--- src/design/ocpi_pkg.sv ---
`timescale 1ns / 1ps
// ----------------------------------------------------------------------------
// octree cell preorder index package
// shared widths, constants and helper functions of the preorder index block
// ----------------------------------------------------------------------------
package ocpi_pkg;

    localparam int AXIS_BITS  = 9;
    localparam int LEVEL_W    = 4;
    localparam int CODE_W     = 3 * AXIS_BITS;
    localparam int PARENT_W   = 7;
    localparam int INDEX_W    = 28;
    localparam int SHIFT_W    = 4;
    localparam int SHAMT_W    = 5;
    localparam int IN_DATA_W  = 32;
    localparam int OUT_DATA_W = 64;

    localparam logic [LEVEL_W-1:0] TOP_LEVEL_RESET = LEVEL_W'(8);
    localparam logic [LEVEL_W-1:0] TOP_LEVEL_MAX   = LEVEL_W'(AXIS_BITS - 1);
    localparam logic [LEVEL_W-1:0] TOP_LEVEL_MIN   = LEVEL_W'(1);

    typedef logic [AXIS_BITS-1:0] axis_t;
    typedef logic [CODE_W-1:0]    code_t;
    typedef logic [INDEX_W-1:0]   index_t;
    typedef logic [LEVEL_W-1:0]   level_t;

    // x at weight 1, z at weight 2, y at weight 4 in each octal digit
    function automatic code_t interleave(axis_t x, axis_t y, axis_t z);
        code_t code;
        code = '0;
        for (int b = 0; b < AXIS_BITS; b++)
        begin
            code[3*b]     = x[b];
            code[3*b + 1] = z[b];
            code[3*b + 2] = y[b];
        end
        return code;
    endfunction

    // preorder weight of digit k: (8^(k+1)-1)/7
    function automatic index_t digit_weight(int k);
        index_t w;
        w = index_t'(1);
        for (int i = 0; i < k; i++)
        begin
            w = (w << 3) + index_t'(1);
        end
        return w;
    endfunction

endpackage

--- src/design/octree_cell_preorder_index.sv ---
`timescale 1ns / 1ps
// ----------------------------------------------------------------------------
// octree cell preorder index
// morton interleave, level masking and preorder index of an octree cell
// ----------------------------------------------------------------------------
// usage:
//   s_tdata carries one cell per transaction (x, y, z grid coordinates and
//   the level below the root); m_tdata returns the masked morton code, the
//   parent-offset field and the depth-first preorder index of the cell.
//   cfg_wr_en / cfg_wr_data set top_level (octree levels, root included);
//   write it only while no transaction is in flight.
//   a transaction passes the three register stages in order: interleave and
//   clamp, mask and weighted partial sums, final sum. throughput is one
//   transaction per cycle while the receiver keeps m_tready high.
//   when the receiver holds m_tready low, the stages fill up behind the
//   output register and s_tready falls once every stage holds a transaction;
//   nothing is dropped or repeated.
//   reset clears all valid bits and sets top_level to 8.
// ----------------------------------------------------------------------------
module octree_cell_preorder_index
(
    input  logic                             clk,
    input  logic                             rst_n,
    input  logic                             cfg_wr_en,
    input  logic [ocpi_pkg::LEVEL_W-1:0]     cfg_wr_data,   // top_level
    input  logic                             s_tvalid,
    output logic                             s_tready,
    // grid_x[8:0], grid_y[17:9], grid_z[26:18], level_offset[30:27], zero
    input  logic [ocpi_pkg::IN_DATA_W-1:0]   s_tdata,
    output logic                             m_tvalid,
    input  logic                             m_tready,
    // morton_code[26:0], parent_order_offset[33:27], cell_index[61:34], zero
    output logic [ocpi_pkg::OUT_DATA_W-1:0]  m_tdata
);

    localparam int AB       = ocpi_pkg::AXIS_BITS;
    localparam int LW       = ocpi_pkg::LEVEL_W;
    localparam int CW       = ocpi_pkg::CODE_W;
    localparam int PW       = ocpi_pkg::PARENT_W;
    localparam int IW       = ocpi_pkg::INDEX_W;
    localparam int SW       = ocpi_pkg::SHIFT_W;
    localparam int NUM_GRP  = (AB + 2) / 3;
    localparam int PAD_W    = ocpi_pkg::OUT_DATA_W - CW - PW - IW;

    // configuration
    logic [LW-1:0] top_level_reg;

    always_ff @(posedge clk or negedge rst_n)
    begin
        if (!rst_n)
        begin
            top_level_reg <= ocpi_pkg::TOP_LEVEL_RESET;
        end
        else if (cfg_wr_en)
        begin
            top_level_reg <= cfg_wr_data;
        end
    end

    // handshake chain
    logic s1_valid_reg, s2_valid_reg, s3_valid_reg;
    logic adv1, adv2, adv3;

    assign adv3     = !s3_valid_reg || m_tready;
    assign adv2     = !s2_valid_reg || adv3;
    assign adv1     = !s1_valid_reg || adv2;
    assign s_tready = adv1;

    always_ff @(posedge clk or negedge rst_n)
    begin
        if (!rst_n)
        begin
            s1_valid_reg <= 1'b0;
            s2_valid_reg <= 1'b0;
            s3_valid_reg <= 1'b0;
        end
        else
        begin
            if (adv1)
            begin
                s1_valid_reg <= s_tvalid;
            end
            if (adv2)
            begin
                s2_valid_reg <= s1_valid_reg;
            end
            if (adv3)
            begin
                s3_valid_reg <= s2_valid_reg;
            end
        end
    end

    // stage 1: clamp levels and interleave
    ocpi_pkg::axis_t  in_x, in_y, in_z;
    ocpi_pkg::level_t in_lvl;
    logic [LW-1:0]    top_eff;
    logic [LW-1:0]    lvl_eff;
    logic [LW-1:0]    shift_full;

    logic [CW-1:0]    s1_code_reg,  s1_code_next;
    logic [LW-1:0]    s1_lvl_reg,   s1_lvl_next;
    logic [SW-1:0]    s1_shift_reg, s1_shift_next;

    always_comb
    begin
        in_x   = s_tdata[AB-1:0];
        in_y   = s_tdata[2*AB-1:AB];
        in_z   = s_tdata[3*AB-1:2*AB];
        in_lvl = s_tdata[3*AB+LW-1:3*AB];

        priority if (top_level_reg > ocpi_pkg::TOP_LEVEL_MAX)
        begin
            top_eff = ocpi_pkg::TOP_LEVEL_MAX;
        end
        else if (top_level_reg < ocpi_pkg::TOP_LEVEL_MIN)
        begin
            top_eff = ocpi_pkg::TOP_LEVEL_MIN;
        end
        else
        begin
            top_eff = top_level_reg;
        end

        lvl_eff    = (in_lvl > top_eff) ? top_eff : in_lvl;
        shift_full = top_eff - lvl_eff;

        s1_code_next  = ocpi_pkg::interleave(in_x, in_y, in_z);
        s1_lvl_next   = lvl_eff;
        s1_shift_next = shift_full[SW-1:0];
    end

    always_ff @(posedge clk)
    begin
        if (adv1 && s_tvalid)
        begin
            s1_code_reg  <= s1_code_next;
            s1_lvl_reg   <= s1_lvl_next;
            s1_shift_reg <= s1_shift_next;
        end
    end

    // stage 2: mask, parent digit, grouped weighted sums
    logic [ocpi_pkg::SHAMT_W-1:0] shamt;
    logic [CW-1:0]                kept;
    logic [2:0]                   parent_digit;

    logic [CW-1:0]                s2_morton_reg, s2_morton_next;
    logic [PW-1:0]                s2_parent_reg, s2_parent_next;
    logic [LW-1:0]                s2_lvl_reg;
    logic [IW-1:0]                s2_sum_reg  [NUM_GRP];
    logic [IW-1:0]                s2_sum_next [NUM_GRP];

    always_comb
    begin
        shamt          = ocpi_pkg::SHAMT_W'(s1_shift_reg) * ocpi_pkg::SHAMT_W'(3);
        kept           = s1_code_reg & ({CW{1'b1}} << shamt);
        parent_digit   = s1_code_reg[shamt +: 3];
        s2_morton_next = kept;
        s2_parent_next = {s1_lvl_reg, parent_digit};
        for (int g = 0; g < NUM_GRP; g++)
        begin
            s2_sum_next[g] = '0;
            for (int j = 0; j < 3; j++)
            begin
                if (3*g + j < AB)
                begin
                    s2_sum_next[g] = s2_sum_next[g]
                        + IW'(kept[3*(3*g+j) +: 3]) * ocpi_pkg::digit_weight(3*g + j);
                end
            end
        end
    end

    always_ff @(posedge clk)
    begin
        if (adv2 && s1_valid_reg)
        begin
            s2_morton_reg <= s2_morton_next;
            s2_parent_reg <= s2_parent_next;
            s2_lvl_reg    <= s1_lvl_reg;
            s2_sum_reg    <= s2_sum_next;
        end
    end

    // stage 3: final sum
    logic [CW-1:0] s3_morton_reg;
    logic [PW-1:0] s3_parent_reg;
    logic [IW-1:0] s3_index_reg, s3_index_next;

    always_comb
    begin
        s3_index_next = IW'(s2_lvl_reg);
        for (int g = 0; g < NUM_GRP; g++)
        begin
            s3_index_next = s3_index_next + s2_sum_reg[g];
        end
    end

    always_ff @(posedge clk)
    begin
        if (adv3 && s2_valid_reg)
        begin
            s3_morton_reg <= s2_morton_reg;
            s3_parent_reg <= s2_parent_reg;
            s3_index_reg  <= s3_index_next;
        end
    end

    assign m_tvalid = s3_valid_reg;
    assign m_tdata  = {{PAD_W{1'b0}}, s3_index_reg, s3_parent_reg, s3_morton_reg};

    // checks
    a_accept_fills_stage1 : assert property (@(posedge clk) disable iff (!rst_n)
        s_tvalid && s_tready |=> s1_valid_reg)
        else $error("accepted transaction did not reach stage 1");

    a_level_in_range : assert property (@(posedge clk) disable iff (!rst_n)
        m_tvalid |-> (s3_parent_reg[PW-1:3] <= ocpi_pkg::TOP_LEVEL_MAX))
        else $error("output level beyond top level");

    a_index_covers_level : assert property (@(posedge clk) disable iff (!rst_n)
        m_tvalid |-> (s3_index_reg >= IW'(s3_parent_reg[PW-1:3])))
        else $error("cell index below its level");

    a_stage3_refill : assert property (@(posedge clk) disable iff (!rst_n)
        s2_valid_reg && adv3 |=> s3_valid_reg)
        else $error("stage 2 transaction lost on advance");

endmodule
--- config.mk ---
export PLATFORM = sky130hd
export DESIGN_NAME = octree_cell_preorder_index
export DESIGN_NICKNAME = d
export VERILOG_FILES = /design/src/design/ocpi_pkg.sv /design/src/design/octree_cell_preorder_index.sv
export SDC_FILE = /design/constraint.sdc
export NUM_CORES = 1
export LEC_CHECK = 0
export BUFFER_PORTS_ARGS = -buffer_cell sky130_fd_sc_hd__buf_2
export CORE_MARGIN = 4
export CORE_UTILIZATION = 43
export CTS_CLUSTER_SIZE = 14
export DETAILED_ROUTE_END_ITERATION = 7
export GPL_TIMING_DRIVEN = 0
export PLACE_DENSITY = 0.65
export SLEW_MARGIN = 20
export SYNTH_ARGS = -nofsm -noshare
export SYNTH_HDL_FRONTEND = slang
export SYNTH_SLANG_ARGS = --single-unit
--- constraint.sdc ---
create_clock -name clk -period 6.95 [get_ports clk]
set_input_delay 0.3475 -clock clk [delete_from_list [all_inputs] [get_ports clk]]
set_output_delay 0.3475 -clock clk [all_outputs]
set_load 0.01 [all_outputs]
==> Yosys cells after proc, flatten, opt, wreduce, memory -nomap -nowiden <==
Cells that the tools add are included.
Widths: inputs -> output; s select.
{ "classes": {"n_addsub": 10, "mul": 9, "n_lt_le_gt_ge": 3, "n_shift": 2, "n_mux": 3, "n_bitwise": 1, "n_reduce_logical": 9} }
{ "ops": {"columns": ["op", "count"], "rows": [
  ["$add 28x28->28", 2],
  ["$add 26x28->28", 1],
  ["$add 4x28->28", 1],
  ["$mul 3x25->28 const B", 1],
  ["$and 27x27->27", 1],
  ["$shiftx 27x6->3", 1],
  ["$shl 27x5->27 const A", 1],
  ["$add 22x25->26", 1],
  ["$mul 3x22->25 const B", 1],
  ["$mul 3x19->22 const B", 1],
  ["$add 17x19->20", 1],
  ["$mul 3x16->19 const B", 1],
  ["$add 13x16->17", 1],
  ["$mul 3x13->16 const B", 1],
  ["$mul 3x10->13 const B", 1],
  ["$mux 4", 3],
  ["$add 8x10->11", 1],
  ["$mul 3x7->10 const B", 1],
  ["$add 3x7->8", 1],
  ["$mul 3x4->7 const B", 1],
  ["$mul 4x2->5 const B", 1],
  ["$gt 4x4->1", 1],
  ["$gt 4x4->1 const B", 1],
  ["$lt 4x1->1 const B", 1],
  ["4 further kinds", 10]
]} }
{ "totals": {"regBits": 226, "output_inout_bits": 66, "wordCells": 53} }

==> Depth between registers and ports, before layout <==
{ "depth": {"depth_word": 6, "mapped_depth": 27, "mapped_depth_nobuf": 22} }

==> Worst setup path before layout <==
Ideal clock, no wire load.
{ "synth_path": {"kind": "reg-to-reg", "start": "register s1_shift_reg[0]", "end": "register s2_sum_reg[24] (netlist bit), data pin", "setup_ns": 0.259, "arrival_ns": 5.152, "t_required_ns": 6.691, "setup_slack_ns": 1.539, "path_stages_with_launch": 27, "n_path_buf": 5, "path_cell_list": "edfxtp_1 -> buf_2 -> buf_2 -> inv_1 -> ha_1 -> buf_2 -> buf_2 -> buf_2 -> nand2b_1 -> nand2_1 -> a21boi_0 -> ha_1 -> inv_1 -> fa_1 -> inv_1 -> ha_1 -> or2_2 -> nand2_1 -> inv_1 -> ha_1 -> nor3_1 -> a211oi_1 -> a311oi_1 -> o31a_1 -> o21bai_1 -> a21oi_1 -> xnor2_1"} }
{ "synth_lines": {"columns": ["element", "line_no", "rtl"], "rows": [
  ["start, declared", "octree_cell_preorder_index.sv:103", "logic [SW-1:0] s1_shift_reg, s1_shift_next;"],
  ["start signal, assigned", "octree_cell_preorder_index.sv:139", "s1_shift_reg <= s1_shift_next;"],
  ["end signal, assigned", "octree_cell_preorder_index.sv:182", "s2_sum_reg <= s2_sum_next;"],
  ["end, declared", "octree_cell_preorder_index.sv:151", "logic [IW-1:0] s2_sum_reg [NUM_GRP];"]
]} }

==> flow_summary.ini <==
[clock_network]
cts_buffer_depth = 2
cts_tree = done
clk_pin_slew_ns = 0.09
htree_levels = 4
cts_root_buf = clkbuf_16
numCtsBuffers = 17
cts_sinks = 195
clk_latency_ns = 0.45

[timing]
fmax_ghz = 0.156
grt_setup_unrepaired = no
fin_ws_ns = 0.538
setup_tns_ns = 0
min_period_over_period_pct = 92.3
period_needed_ns = 6.41
hold_viol = 0
finClkSkew_ns = 0.0222
worst_pin_slew_ns = 0.642
drv_slew = 0
max-slew-margin-rel_pct = 56.8
setup_viol = 0

[placement]
dp_slack_ns = 0.545
routabilityCongestion = 0.830
place.detailed.hpwl_um = 16700
port_buffers = 103

[worst_hold_path]
hp-start = s_tdata[7]
hold_path.class = primary input to register
holdPathEnd = s1_code_reg[21]
holdPathStages = 1

[route]
drtPass1Iterations = 5
drc = 0
ant_nets = 0
routed_wl_um = 21800
vias = 7140
drt-initial-drc-count = 449
via_per_inst = 5.22
post_drt_wl_per_cell_um = 15.9

[worst_setup_path]
cp_cell_sequence = ha_1 > inv_1 > fa_1 > xor2_1 > clkbuf_1 > clkbuf_1 > nand2_1 > a21boi_0 > ha_1 > inv_1 > fa_1 > inv_1 > ha_1 > ha_1 > a21oi_1 > o22ai_1 > a22oi_1 > o21ai_0 > nand2_1 > a211oi_1 > a211o_1
worstPathMaxFanout = 10
reg2reg_from = s1_shift_reg[0]
cpMostUsedCell = ha_1
rr_worst_depth = 21
cp_data_arrival_time_ns = 6.60
reg2reg_to = s2_sum_reg[27]
cp-end-kind = register
cp.required_ns = 7.14
crit_family = adder cells
max_stage_delay_ns = 0.55
crit_slowest_cell = fa_1
start_kind = register
critical_path_class = register to register
critPathBufInv = 5
r2r_slack_ns = 0.54

[synthesis]
synth-async-reset-ratio_pct = 3.59
synth_seq_area_share_pct = 51.1
netlist.area_leader.share_pct = 49.5
synthCells = 893
yosys_register_bits = 195
synth_area_leaders = edfxtp_1 50%, ha_1 15%, fa_1 4.4%
synth_top_cell_by_area = edfxtp_1
synth-main-ff-cell = edfxtp_1
syn_avg_cell_area_um2 = 12.8
yosys-top-cells-count = 188 x edfxtp_1, 133 x ha_1, 60 x nand2_1
synth_cell_type_count = 57
yosysWarningCount = 0
yosysMostFrequentCell = edfxtp_1
syn-cell-area_mm2 = 0.0114
synth_edf_count = 188

[final_layout]
drive_gt1_share_pct = 18.3
area_delta_synth_final_pct = 14.7
largest_reg_flops = 57
antenna_cells = 0
fin_util_pct = 50.1
finalNetCount = 1219

[die]
die_w_um = 171
fp-row-count = 59
core_area_mm2 = 0.0261
start_util_pct = 43.7
die-area_mm2 = 0.0292
die_y_um = 171
ios = 107

[grt]
grt_max_degree = 59
antenna_found_initial = 0
grt_overflow = 0
groute.usage.overall_pct = 15.3
grt_first_pass_wirelength_um = 35500
grt_pass1_vias = 7019

[run_status]
status = finished clean

[run]
max-cap-violations = 0
worst max path at each step:
stage	to	depth (start not counted)	start	slack, ns
final	s2_sum_reg[27]	21	s1_shift_reg[0]	0.54
after global placement	s2_sum_reg[24]	26	s1_shift_reg[0]	0.62
after detailed placement	s2_sum_reg[24]	26	s1_shift_reg[0]	0.55
after CTS	s2_sum_reg[24]	26	s1_shift_reg[0]	0.51
after floorplan	s2_sum_reg[24]	26	s1_shift_reg[0]	1.54
after global routing	s2_sum_reg[24]	26	s1_shift_reg[0]	0.0003
layout make-up:
| class | count | area [um2] |
|---|---|---|
| clock buffers | 17 | 425 |
| fillers | 2283 | 13000 |
| flip-flops and latches | 195 | 5820 |
| clock inverters | 15 | 213 |
| inverters | 54 | 203 |
| multi-input cells | 621 | 5270 |
| repair buffers | 107 | 601 |
| well taps | 335 | 419 |
| plain buffers | 24 | 109 |
worst reg2reg max path, cell delays in order (launching register included):
cell and delay, ns:
edfxtp_1 0.51, ha_1 0.22, inv_1 0.05, fa_1 0.41, xor2_1 0.47, clkbuf_1 0.39
clkbuf_1 0.34, nand2_1 0.11, a21boi_0 0.37, ha_1 0.24, inv_1 0.06, fa_1 0.55
inv_1 0.06, ha_1 0.32, ha_1 0.37, a21oi_1 0.40, o22ai_1 0.25, a22oi_1 0.41
o21ai_0 0.19, nand2_1 0.10, a211oi_1 0.07, a211o_1 0.28
logic make-up (layout without fill, tap and decap cells):
logic type / after synthesis / count (layout) / share of synthesized area (%)
AO/OA/AOI/OAI: 190 / 190 / 10.5
XOR/XNOR: 53 / 53 / 4.07
adder cells (fa/ha/maj): 158 / 158 / 19.0
buffers and inverters: 78 / 217 / 2.71
flip-flops: 195 / 195 / 51.1
multiplexers: 29 / 29 / 4.80
other: 1 / 2 / 0.0329
AND/OR/NAND/NOR: 189 / 189 / 7.81
per-stage QoR:
stage | instances | hold WS [ns] | instance area [um2]
4_1_cts | 1368 | 0.0626 | 13100
2_1_floorplan | 894 | 0.0519 | 11400
3_5_place_dp | 1335 | 0.190 | 12400
6_report | 1368 | 0.0694 | 13100
3_3_place_gp | 1332 | 0.184 | 12300
5_1_grt | 1368 | 0.0594 | 13100
timing repair:
| action | CTS | global route |
|---|---|---|
| gates resized for setup | 0 | 1 |
| buffers inserted | 0 | 0 |
| endpoints found under the setup margin | 0 | 2 |
| hold buffers | 1 | 0 |
| hold endpoints to repair | 7 | 0 |
per-layer routing:
metal	GRT usage (%)	part of all wire (%)
met1	21.5	47
met2	25.0	47
met3	2.33	4.1
met4	4.34	1.7
met5	0	0
layout by cell type, fill, tap and decap left out, types with 4 or more instances in the layout:
| cell | count |
|---|---|
| a22oi_1 | 4 |
| mux4_2 | 20 |
| and2_1 | 6 |
| o21bai_1 | 9 |
| edfxtp_1 | 188 |
| a211oi_1 | 9 |
| o211ai_1 | 4 |
| a21oi_1 | 51 |
| nor2_1 | 50 |
| mux2_2 | 5 |
| mux2i_1 | 4 |
| inv_12 | 4 |
| xor2_1 | 16 |
| a31oi_1 | 6 |
| a21o_1 | 19 |
| inv_1 | 54 |
| nand2_1 | 60 |
| o31ai_1 | 5 |
| nor2b_1 | 11 |
| buf_2 | 109 |
| nand4_1 | 4 |
| ha_1 | 133 |
| dfrtp_1 | 6 |
| o21ai_0 | 47 |
| nor3_1 | 9 |
| clkinv_8 | 4 |
| o21a_1 | 7 |
| and3_1 | 8 |
| nand2b_1 | 13 |
| xnor2_1 | 37 |
| clkbuf_16 | 17 |
| or2_2 | 10 |
| inv_8 | 5 |
| clkbuf_1 | 15 |
| fa_1 | 25 |
| nand3_1 | 9 |
| a21boi_0 | 7 |
Power is not shown: default switching activity piles up to over one toggle a cycle in this logic, so the estimate is an artifact.
